File: src/sv/lrs_pkg.sv
// lrs_pkg: shared types and constants for the link reconnect supervisor
// request and result payloads, register map, op and link state codes
// no dependencies
package lrs_pkg;

    // default widths of the internal time and attempt counters
    localparam int TIME_BITS_DEF    = 32;
    localparam int ATTEMPT_BITS_DEF = 16;

    // configuration register widths and byte address width
    localparam int TMO_W   = 24;
    localparam int PADDR_W = 4;
    localparam int PDATA_W = 32;

    // register index (byte address bits [3:2])
    localparam logic [1:0] REG_LINK_ENABLED = 2'd0;
    localparam logic [1:0] REG_FIRST_TMO    = 2'd1;
    localparam logic [1:0] REG_RETRY_TMO    = 2'd2;
    localparam logic [1:0] REG_RETRY_DELAY  = 2'd3;

    // register reset values
    localparam logic             LINK_ENABLED_RST = 1'b1;
    localparam logic [TMO_W-1:0] FIRST_TMO_RST    = 24'd20000;
    localparam logic [TMO_W-1:0] RETRY_TMO_RST    = 24'd10000;
    localparam logic [TMO_W-1:0] RETRY_DELAY_RST  = 24'd5000;

    // request kinds
    localparam logic OP_BEGIN = 1'b0;
    localparam logic OP_POLL  = 1'b1;

    // link state codes as reported in the result
    localparam logic [1:0] LINK_DISABLED   = 2'd0;
    localparam logic [1:0] LINK_CONNECTING = 2'd1;
    localparam logic [1:0] LINK_CONNECTED  = 2'd2;
    localparam logic [1:0] LINK_WAITING    = 2'd3;

    typedef struct packed {
        logic             link_enabled;
        logic [TMO_W-1:0] first_timeout_ms;
        logic [TMO_W-1:0] retry_timeout_ms;
        logic [TMO_W-1:0] retry_delay_ms;
    } cfg_t;

    typedef struct packed {
        logic        op;
        logic [31:0] now_ms;
        logic        link_up;
    } in_t;

    typedef struct packed {
        logic [1:0]  link_state;
        logic [15:0] attempt_count;
        logic        start_attempt;
        logic        just_connected;
        logic [31:0] connect_time_ms;
    } out_t;

endpackage

File: src/sv/lrs_cfg_regs.sv
// lrs_cfg_regs: APB-style configuration registers of the supervisor
// depends on lrs_pkg for the register map, reset values and cfg_t
module lrs_cfg_regs (
    input  logic                         clk,
    input  logic                         rst_n,
    input  logic                         psel,
    input  logic                         penable,
    input  logic                         pwrite,
    input  logic [lrs_pkg::PADDR_W-1:0]  paddr,
    input  logic [lrs_pkg::PDATA_W-1:0]  pwdata,
    output logic [lrs_pkg::PDATA_W-1:0]  prdata,
    output logic                         pready,
    output lrs_pkg::cfg_t                cfg
);
    import lrs_pkg::*;

    cfg_t       cfg_reg;
    logic       wr_en;
    logic [1:0] reg_idx;

    assign pready  = 1'b1;
    assign wr_en   = psel && penable && pwrite;
    assign reg_idx = paddr[3:2];
    assign cfg     = cfg_reg;

    // register writes
    always_ff @(posedge clk or negedge rst_n)
    begin
        if (!rst_n)
        begin
            cfg_reg.link_enabled     <= LINK_ENABLED_RST;
            cfg_reg.first_timeout_ms <= FIRST_TMO_RST;
            cfg_reg.retry_timeout_ms <= RETRY_TMO_RST;
            cfg_reg.retry_delay_ms   <= RETRY_DELAY_RST;
        end
        else if (wr_en)
        begin
            case (reg_idx)
                REG_LINK_ENABLED: cfg_reg.link_enabled     <= pwdata[0];
                REG_FIRST_TMO:    cfg_reg.first_timeout_ms <= pwdata[TMO_W-1:0];
                REG_RETRY_TMO:    cfg_reg.retry_timeout_ms <= pwdata[TMO_W-1:0];
                REG_RETRY_DELAY:  cfg_reg.retry_delay_ms   <= pwdata[TMO_W-1:0];
                default:          ;
            endcase
        end
    end

    // read mux
    always_comb
    begin
        case (reg_idx)
            REG_LINK_ENABLED: prdata = {{(PDATA_W-1){1'b0}}, cfg_reg.link_enabled};
            REG_FIRST_TMO:    prdata = {{(PDATA_W-TMO_W){1'b0}}, cfg_reg.first_timeout_ms};
            REG_RETRY_TMO:    prdata = {{(PDATA_W-TMO_W){1'b0}}, cfg_reg.retry_timeout_ms};
            REG_RETRY_DELAY:  prdata = {{(PDATA_W-TMO_W){1'b0}}, cfg_reg.retry_delay_ms};
            default:          prdata = '0;
        endcase
    end

endmodule

File: src/sv/lrs_fsm.sv
// lrs_fsm: connection state, timers and attempt counter; computes the result
// of the request held in the input stage and updates state when it advances
// depends on lrs_pkg for cfg_t, in_t, out_t and the state codes
module lrs_fsm #(
    parameter int TIME_BITS    = lrs_pkg::TIME_BITS_DEF,
    parameter int ATTEMPT_BITS = lrs_pkg::ATTEMPT_BITS_DEF
) (
    input  logic           clk,
    input  logic           rst_n,
    input  lrs_pkg::cfg_t  cfg,
    input  logic           step,
    input  lrs_pkg::in_t   req,
    output lrs_pkg::out_t  rsp
);
    import lrs_pkg::*;

    typedef enum logic [1:0] {
        MODE_DISABLED   = LINK_DISABLED,
        MODE_CONNECTING = LINK_CONNECTING,
        MODE_CONNECTED  = LINK_CONNECTED,
        MODE_WAITING    = LINK_WAITING
    } mode_t;

    localparam logic [ATTEMPT_BITS-1:0] ATT_MAX = '1;
    localparam logic [ATTEMPT_BITS-1:0] ATT_ONE = ATTEMPT_BITS'(1);

    mode_t                   mode_reg, mode_next;
    logic [TIME_BITS-1:0]    since_reg, since_next;
    logic [TIME_BITS-1:0]    first_reg, first_next;
    logic [ATTEMPT_BITS-1:0] attempts_reg, attempts_next;

    logic [TIME_BITS+31:0]     now_wide;
    logic [TIME_BITS-1:0]      now_t;
    logic [TIME_BITS-1:0]      elapsed;
    logic [TIME_BITS-1:0]      conn_el;
    logic [TIME_BITS+31:0]     conn_wide;
    logic [TIME_BITS+TMO_W-1:0] elapsed_cmp;
    logic [TMO_W-1:0]          limit;
    logic                      connect_expired;
    logic                      delay_expired;
    logic [ATTEMPT_BITS-1:0]   attempts_inc;
    logic [ATTEMPT_BITS+15:0]  att_wide;
    logic                      start;
    logic                      joined;

    // time in the counter width, wrap-around differences
    assign now_wide    = {{TIME_BITS{1'b0}}, req.now_ms};
    assign now_t       = now_wide[TIME_BITS-1:0];
    assign elapsed     = now_t - since_reg;
    assign conn_el     = now_t - first_reg;
    assign conn_wide   = {32'b0, conn_el};
    assign elapsed_cmp = {{TMO_W{1'b0}}, elapsed};

    // timeout selection and compares
    assign limit = (attempts_reg[ATTEMPT_BITS-1:1] == '0) ? cfg.first_timeout_ms
                                                          : cfg.retry_timeout_ms;
    assign connect_expired = elapsed_cmp >= {{TIME_BITS{1'b0}}, limit};
    assign delay_expired   = elapsed_cmp >= {{TIME_BITS{1'b0}}, cfg.retry_delay_ms};

    // saturating attempt increment
    assign attempts_inc = (attempts_reg == ATT_MAX) ? attempts_reg : attempts_reg + ATT_ONE;

    // next state for the held request
    always_comb
    begin
        mode_next     = mode_reg;
        since_next    = since_reg;
        first_next    = first_reg;
        attempts_next = attempts_reg;
        start         = 1'b0;
        joined        = 1'b0;

        if (req.op == OP_BEGIN)
        begin
            if (!cfg.link_enabled)
            begin
                mode_next  = MODE_DISABLED;
                since_next = now_t;
            end
            else
            begin
                start = 1'b1;
            end
        end
        else
        begin
            case (mode_reg)
                MODE_CONNECTING:
                begin
                    if (req.link_up)
                    begin
                        mode_next  = MODE_CONNECTED;
                        since_next = now_t;
                        joined     = 1'b1;
                    end
                    else if (connect_expired)
                    begin
                        mode_next  = MODE_WAITING;
                        since_next = now_t;
                    end
                end
                MODE_CONNECTED:
                begin
                    if (!req.link_up)
                    begin
                        mode_next  = MODE_WAITING;
                        since_next = now_t;
                    end
                end
                MODE_WAITING:
                begin
                    if (delay_expired)
                    begin
                        start = 1'b1;
                    end
                end
                default: ;
            endcase
        end

        // new attempt: count, stamp the first one, restart connecting
        if (start)
        begin
            attempts_next = attempts_inc;
            if (attempts_inc == ATT_ONE)
            begin
                first_next = now_t;
            end
            mode_next  = MODE_CONNECTING;
            since_next = now_t;
        end
    end

    // result fields
    assign att_wide = {16'b0, attempts_next};

    always_comb
    begin
        rsp.link_state      = 2'(mode_next);
        rsp.attempt_count   = att_wide[15:0];
        rsp.start_attempt   = start;
        rsp.just_connected  = joined;
        rsp.connect_time_ms = joined ? conn_wide[31:0] : 32'b0;
    end

    // state registers
    always_ff @(posedge clk or negedge rst_n)
    begin
        if (!rst_n)
        begin
            mode_reg     <= MODE_DISABLED;
            since_reg    <= '0;
            first_reg    <= '0;
            attempts_reg <= '0;
        end
        else if (step)
        begin
            mode_reg     <= mode_next;
            since_reg    <= since_next;
            first_reg    <= first_next;
            attempts_reg <= attempts_next;
        end
    end

endmodule

File: src/sv/lrs_out_buf.sv
// lrs_out_buf: two-entry result buffer that decouples the result stall
// from the input stage
// depends on lrs_pkg for out_t
module lrs_out_buf (
    input  logic           clk,
    input  logic           rst_n,
    input  logic           push,
    input  lrs_pkg::out_t  push_data,
    output logic           ready,
    output logic           out_valid,
    input  logic           out_stall,
    output lrs_pkg::out_t  out_rsp
);
    import lrs_pkg::*;

    out_t       mem [2];
    logic       wr_ptr_reg, wr_ptr_next;
    logic       rd_ptr_reg, rd_ptr_next;
    logic [1:0] count_reg, count_next;
    logic       pop;

    assign out_valid = (count_reg != 2'd0);
    assign ready     = (count_reg != 2'd2);
    assign pop       = out_valid && !out_stall;
    assign out_rsp   = mem[rd_ptr_reg];

    // pointer and fill count
    always_comb
    begin
        wr_ptr_next = push ? ~wr_ptr_reg : wr_ptr_reg;
        rd_ptr_next = pop ? ~rd_ptr_reg : rd_ptr_reg;
        count_next  = count_reg + 2'(push) - 2'(pop);
    end

    always_ff @(posedge clk or negedge rst_n)
    begin
        if (!rst_n)
        begin
            wr_ptr_reg <= 1'b0;
            rd_ptr_reg <= 1'b0;
            count_reg  <= 2'd0;
        end
        else
        begin
            wr_ptr_reg <= wr_ptr_next;
            rd_ptr_reg <= rd_ptr_next;
            count_reg  <= count_next;
        end
    end

    // result storage
    always_ff @(posedge clk)
    begin
        if (push)
        begin
            mem[wr_ptr_reg] <= push_data;
        end
    end

endmodule

File: src/sv/link_reconnect_supervisor.sv
// link_reconnect_supervisor: top level; input stage, state machine, result buffer
// depends on lrs_pkg, lrs_cfg_regs, lrs_fsm and lrs_out_buf
//
//  channel | direction | handshake             | payload
//  --------+-----------+-----------------------+---------------------------------
//  in      | to block  | in_valid / in_stall   | in_req  (op, now_ms, link_up)
//  out     | from block| out_valid / out_stall | out_rsp (state, count, pulses, time)
//  apb     | to block  | psel/penable/pready   | paddr, pwdata, prdata
//
// one request per clock while in_stall is low; a result is valid once its request has
// passed the input register and then the result buffer; state updates as the request
// leaves the input register.
// reset clears state to disabled with zero timers and count.
// while results are stalled, two sit in the buffer and a third waits in the input
// register, so three requests are taken from an empty block before in_stall rises.
module link_reconnect_supervisor #(
    parameter int TIME_BITS    = lrs_pkg::TIME_BITS_DEF,
    parameter int ATTEMPT_BITS = lrs_pkg::ATTEMPT_BITS_DEF
) (
    input  logic                         clk,
    input  logic                         rst_n,
    input  logic                         in_valid,
    output logic                         in_stall,
    input  lrs_pkg::in_t                 in_req,
    output logic                         out_valid,
    input  logic                         out_stall,
    output lrs_pkg::out_t                out_rsp,
    input  logic                         psel,
    input  logic                         penable,
    input  logic                         pwrite,
    input  logic [lrs_pkg::PADDR_W-1:0]  paddr,
    input  logic [lrs_pkg::PDATA_W-1:0]  pwdata,
    output logic [lrs_pkg::PDATA_W-1:0]  prdata,
    output logic                         pready
);
    import lrs_pkg::*;

    cfg_t cfg;
    in_t  req_reg;
    logic req_valid_reg;
    out_t step_rsp;
    logic buf_ready;
    logic accept;
    logic advance;

    lrs_cfg_regs u_cfg (
        .clk     (clk),
        .rst_n   (rst_n),
        .psel    (psel),
        .penable (penable),
        .pwrite  (pwrite),
        .paddr   (paddr),
        .pwdata  (pwdata),
        .prdata  (prdata),
        .pready  (pready),
        .cfg     (cfg)
    );

    // input stage handshake
    assign advance  = req_valid_reg && buf_ready;
    assign in_stall = req_valid_reg && !buf_ready;
    assign accept   = in_valid && !in_stall;

    always_ff @(posedge clk or negedge rst_n)
    begin
        if (!rst_n)
        begin
            req_valid_reg <= 1'b0;
        end
        else if (accept)
        begin
            req_valid_reg <= 1'b1;
        end
        else if (advance)
        begin
            req_valid_reg <= 1'b0;
        end
    end

    always_ff @(posedge clk)
    begin
        if (accept)
        begin
            req_reg <= in_req;
        end
    end

    lrs_fsm #(
        .TIME_BITS    (TIME_BITS),
        .ATTEMPT_BITS (ATTEMPT_BITS)
    ) u_fsm (
        .clk   (clk),
        .rst_n (rst_n),
        .cfg   (cfg),
        .step  (advance),
        .req   (req_reg),
        .rsp   (step_rsp)
    );

    lrs_out_buf u_out (
        .clk       (clk),
        .rst_n     (rst_n),
        .push      (advance),
        .push_data (step_rsp),
        .ready     (buf_ready),
        .out_valid (out_valid),
        .out_stall (out_stall),
        .out_rsp   (out_rsp)
    );

`ifndef SYNTHESIS
    // the input side only stalls while a request is held
    assert property (@(posedge clk) disable iff (!rst_n)
        in_stall |-> req_valid_reg)
        else $error("in_stall raised with empty input stage");

    // a new attempt always leaves the link connecting
    assert property (@(posedge clk) disable iff (!rst_n)
        (out_valid && out_rsp.start_attempt) |-> (out_rsp.link_state == LINK_CONNECTING))
        else $error("start_attempt without connecting state");

    // a connect pulse always reports the connected state and no new attempt
    assert property (@(posedge clk) disable iff (!rst_n)
        (out_valid && out_rsp.just_connected) |->
            (out_rsp.link_state == LINK_CONNECTED && !out_rsp.start_attempt))
        else $error("just_connected with wrong state or attempt pulse");

    // a held request advances as soon as the buffer has room
    assert property (@(posedge clk) disable iff (!rst_n)
        (req_valid_reg && buf_ready && !accept) |=> !req_valid_reg)
        else $error("input stage did not drain");
`endif

endmodule

File: config.mk
export PLATFORM = sky130hd
export DESIGN_NAME = link_reconnect_supervisor
export DESIGN_NICKNAME = d
export VERILOG_FILES = /design/src/sv/lrs_pkg.sv /design/src/sv/lrs_cfg_regs.sv /design/src/sv/lrs_fsm.sv /design/src/sv/lrs_out_buf.sv /design/src/sv/link_reconnect_supervisor.sv
export SDC_FILE = /design/constraint.sdc
export NUM_CORES = 1
export LEC_CHECK = 0
export BUFFER_PORTS_ARGS = -buffer_cell sky130_fd_sc_hd__buf_4
export CORE_ASPECT_RATIO = 1.2
export CORE_MARGIN = 2
export CORE_UTILIZATION = 60
export DETAILED_ROUTE_END_ITERATION = 8
export PLACE_DENSITY = 0.81
export SLEW_MARGIN = 20
export SYNTH_ARGS = -nofsm -noshare
export SYNTH_HDL_FRONTEND = slang
export SYNTH_SLANG_ARGS = --single-unit
File: constraint.sdc
create_clock -name clk -period 6.55 [get_ports clk]
set_input_delay 0.3275 -clock clk [delete_from_list [all_inputs] [get_ports clk]]
set_output_delay 0.3275 -clock clk [all_outputs]
set_load 0.01 [all_outputs]
==> results.md <==
- Compound-Gate Fraction of Synth Area: 0.104
- Mean area per synthesized cell: 11.6 µm²
- Final slew viol count: 0
- Crit path from: req_reg[1]$_DFFE_PP_
- Cell count after synthesis: 1,490
- Max clock buf depth: 3
- Worst IR drop on VDD: 0.250 mV
- Placeable Area: 28,600 µm²
- CTS H-tree depth: 1
- CTS Buf Count: 30
- Starting density of the core: 0.605
- CTS Root Cell: clkbuf_16
- First-iteration detailed-routing DRC count: 669
- M2 GR Usage: 0.426
- Routed WL: 37,000 µm
- Commonest non-fill, non-tap cells in the layout: mux2_2, buf_4, dfrtp_1, edfxtp_1, ha_1
- Max-Cap Viols: 0
- Max reg flops: 104
- Power Total: 0.00990 W
- Buf+Inv Stages, Crit Path: 3
- Layout cell share with drive strength beyond 1: 0.279
- Initial antenna violation count: 2
- Worst r2r dst: u_fsm.first_reg[0]$_DFFE_PN0P_
- Drt wl/cell: 17.9 µm
- Sink Count: 298
- RePlAce Congestion: 0.903
- Multiplexer share of the synthesized area: 0.169
- Yosys cell types: 73
- Via count: 11.8k
- Crit path kind: reg2reg
- Port bufs: 144
- Final antenna-violating net count: 0
- Final min period: 5.79 ns
- Status: complete, no violations
- Reg2Reg Depth: 25
- Final Cycle Share: 0.883
- Crit path max-delay cell type: buf_4
- Critical path destination: u_fsm.first_reg[0]$_DFFE_PN0P_
- EDFF count, synth: 138
- Setup slack, reg-to-reg: 0.76 ns
- Most common cell after layout, fill and taps aside: mux2_2
- Hpwl dp: 25,900 µm
- Number of global-route vias before repair: 12.1k
- Slew headroom: 0.362
- Final count of hold timing violations: 0
- CP required: 7.00 ns
- CTS resizes: 0
- Crit path launch type: register
- GR peak layer: met2
- Synth Warn #: 0
- GR Layer Usage met3: 0.0253
- Reg clk slew, reported paths: 0.06 ns
- CTS tree: done
- DRC viols: 0
- Latest clock arrival within the worst-skew pair: 0.56 ns
- Setup crit end kind: register
- Drt first pass iters: 5
- Ys flop type: dfrtp_1
- Slowest cell delay on critical path: 0.52 ns
- Die span in y: 190 µm
- Post-Synth Adder-Cell Area: 0.0869
- Area growth syn-to-layout: 16.1%
- Worst path depth: 25
- Fmax: 173 MHz
- Main combinational cell family by area after synthesis: multiplexers
- Post-synthesis sequential area ratio: 0.472
- Global route total overflow: 0
- Fin nets: 1,854
- Power Density: 493 nW/µm²
- Aggregate negative setup slack: 0 ns
- I/O pin cnt: 164
- M1 GR Usage: 0.318
- Die W: 159 µm
- R2r startpoint: req_reg[1]$_DFFE_PP_
- Gr usage total: 0.240
- Full die area: 30,200 µm²
- Largest net degree at the start of global routing: 102
- RSZ-0062 raised after global routing: no
- Slew @ Worst Pin: 0.957 ns
- Delay-heaviest family, CP: simple AND/OR/NAND/NOR gates
- Mapped Area: 17,300 µm²
- XOR/XNOR share of the synthesized area: 0.0370
- Final std cells w/o fill: 2,069
- DP Cell Count: 1,975
- Register bit total from synthesis: 298
- CP max FO: 32
- Std-Cell Rows: 68
- Synth async-reset ratio: 0.537
- Worst EP arrival: 6.23 ns
- Crit-path most repeated cell: nand2_1
- Worst min-delay path class: in2reg
- Post-Synth Simple-Gate Area: 0.0879
- Clock Skew: 0.0244 ns
- First-pass GRT wire length: 60,100 µm
- Vias/cell: 5.72
- Lkg Pwr: 8.83 nW
- Final setup violation count: 0
==> cell families after synthesis <==
group | count (synthesis)
simple gates | 301
flops | 298
compound gates | 269
mux | 252
buf+inv | 176
fa+ha+maj | 119
xor+xnor | 73
other cells | 2
==> synth_stat cells, types with 16 or more instances <==
library cell	number	share of area
mux2_2	196	0.13
dfrtp_1	144	0.21
edfxtp_1	138	0.24
ha_1	117	0.085
inv_1	111	0.024
nor2_1	81	0.018
a21oi_1	70	0.020
nand2_1	60	0.013
o21ai_0	50	0.014
xnor2_1	47	0.024
a21o_1	42	0.018
clkbuf_1	39	0.0085
nand3_1	33	0.0095
mux2_4	30	0.026
xor2_1	26	0.013
mux2i_1	25	0.014
nand4_1	25	0.0090
a22o_1	23	0.012
nand2b_1	18	0.0065
and3_1	17	0.0061
dfstp_2	16	0.024
==> timing repair <==
item / CTS / global route
hold endpoints to repair: 121 / 0
setup buffers: 0 / 0
hold buffers: 36 / 0
==> report_power, final <==
group          switching [W]  internal, W  total, W
Sequential          0.000324      0.00264   0.00296
Combinational        0.00275      0.00243   0.00518
Clock               0.000720      0.00104   0.00176
Total                0.00379      0.00611   0.00990
==> worst min-delay path by stage <==
stage / from / end / slack, ns / depth (start not counted)
finish: pwdata[1] / u_cfg.cfg[25]$_DFFE_PN0P_ / 0.01 / 2
CTS: pwdata[1] / u_cfg.cfg[25]$_DFFE_PN0P_ / 0.003 / 2
global placement: rst_n / u_cfg.cfg[54]$_DFFE_PN0P_ / 0.49 / 1
detailed placement: u_fsm.first_reg[9]$_DFFE_PN0P_ / u_fsm.first_reg[9]$_DFFE_PN0P_ / 0.49 / 1
global route: pwdata[1] / u_cfg.cfg[1]$_DFFE_PN0P_ / 0.007 / 2
floorplan: rst_n / req_valid_reg$_DFFE_PN0P_ / 0.03 / 0
==> per-layer routing <==
layer  vias up  share of wire
li1       5744              -
met4         0          0.020
met3        52          0.038
met5         -              0
met2       251           0.49
met1      5792           0.45
==> per-stage QoR <==
step                       util  setup WS [ns]  cell area [µm²]  hold slack, ns
after floorplan               -           1.64            17300          0.0319
after detailed placement  0.654          0.864            18700           0.494
after global placement    0.654          0.888            18700           0.489
final                     0.702          0.764            20100          0.0135
after global routing      0.702          0.269            20100         0.00732
after CTS                 0.702          0.800            20100         0.00287
==> worst reg2reg max path, delay by kind of cell, from the launching register on <==
family,cells,cell delay (ns)
AO/OA/AOI/OAI,6,1.38
multiplexers,1,0.44
XOR/XNOR,1,0.14
flip-flops,1,0.42
AND/OR/NAND/NOR,11,1.67
buffers and inverters,3,0.70
adder cells (fa/ha/maj),3,0.94
==> area by class of cell <==
cell class | count | area [µm²]
sequential | 298 | 8170
fill | 2006 | 8510
tap | 385 | 482
clock inverter | 18 | 205
inverter | 112 | 420
multi-input combinational | 1023 | 8450
clock buffer | 38 | 812
antenna | 2 | 5.00
timing repair buffer | 193 | 1540
Power figures use the tool's default switching activity.
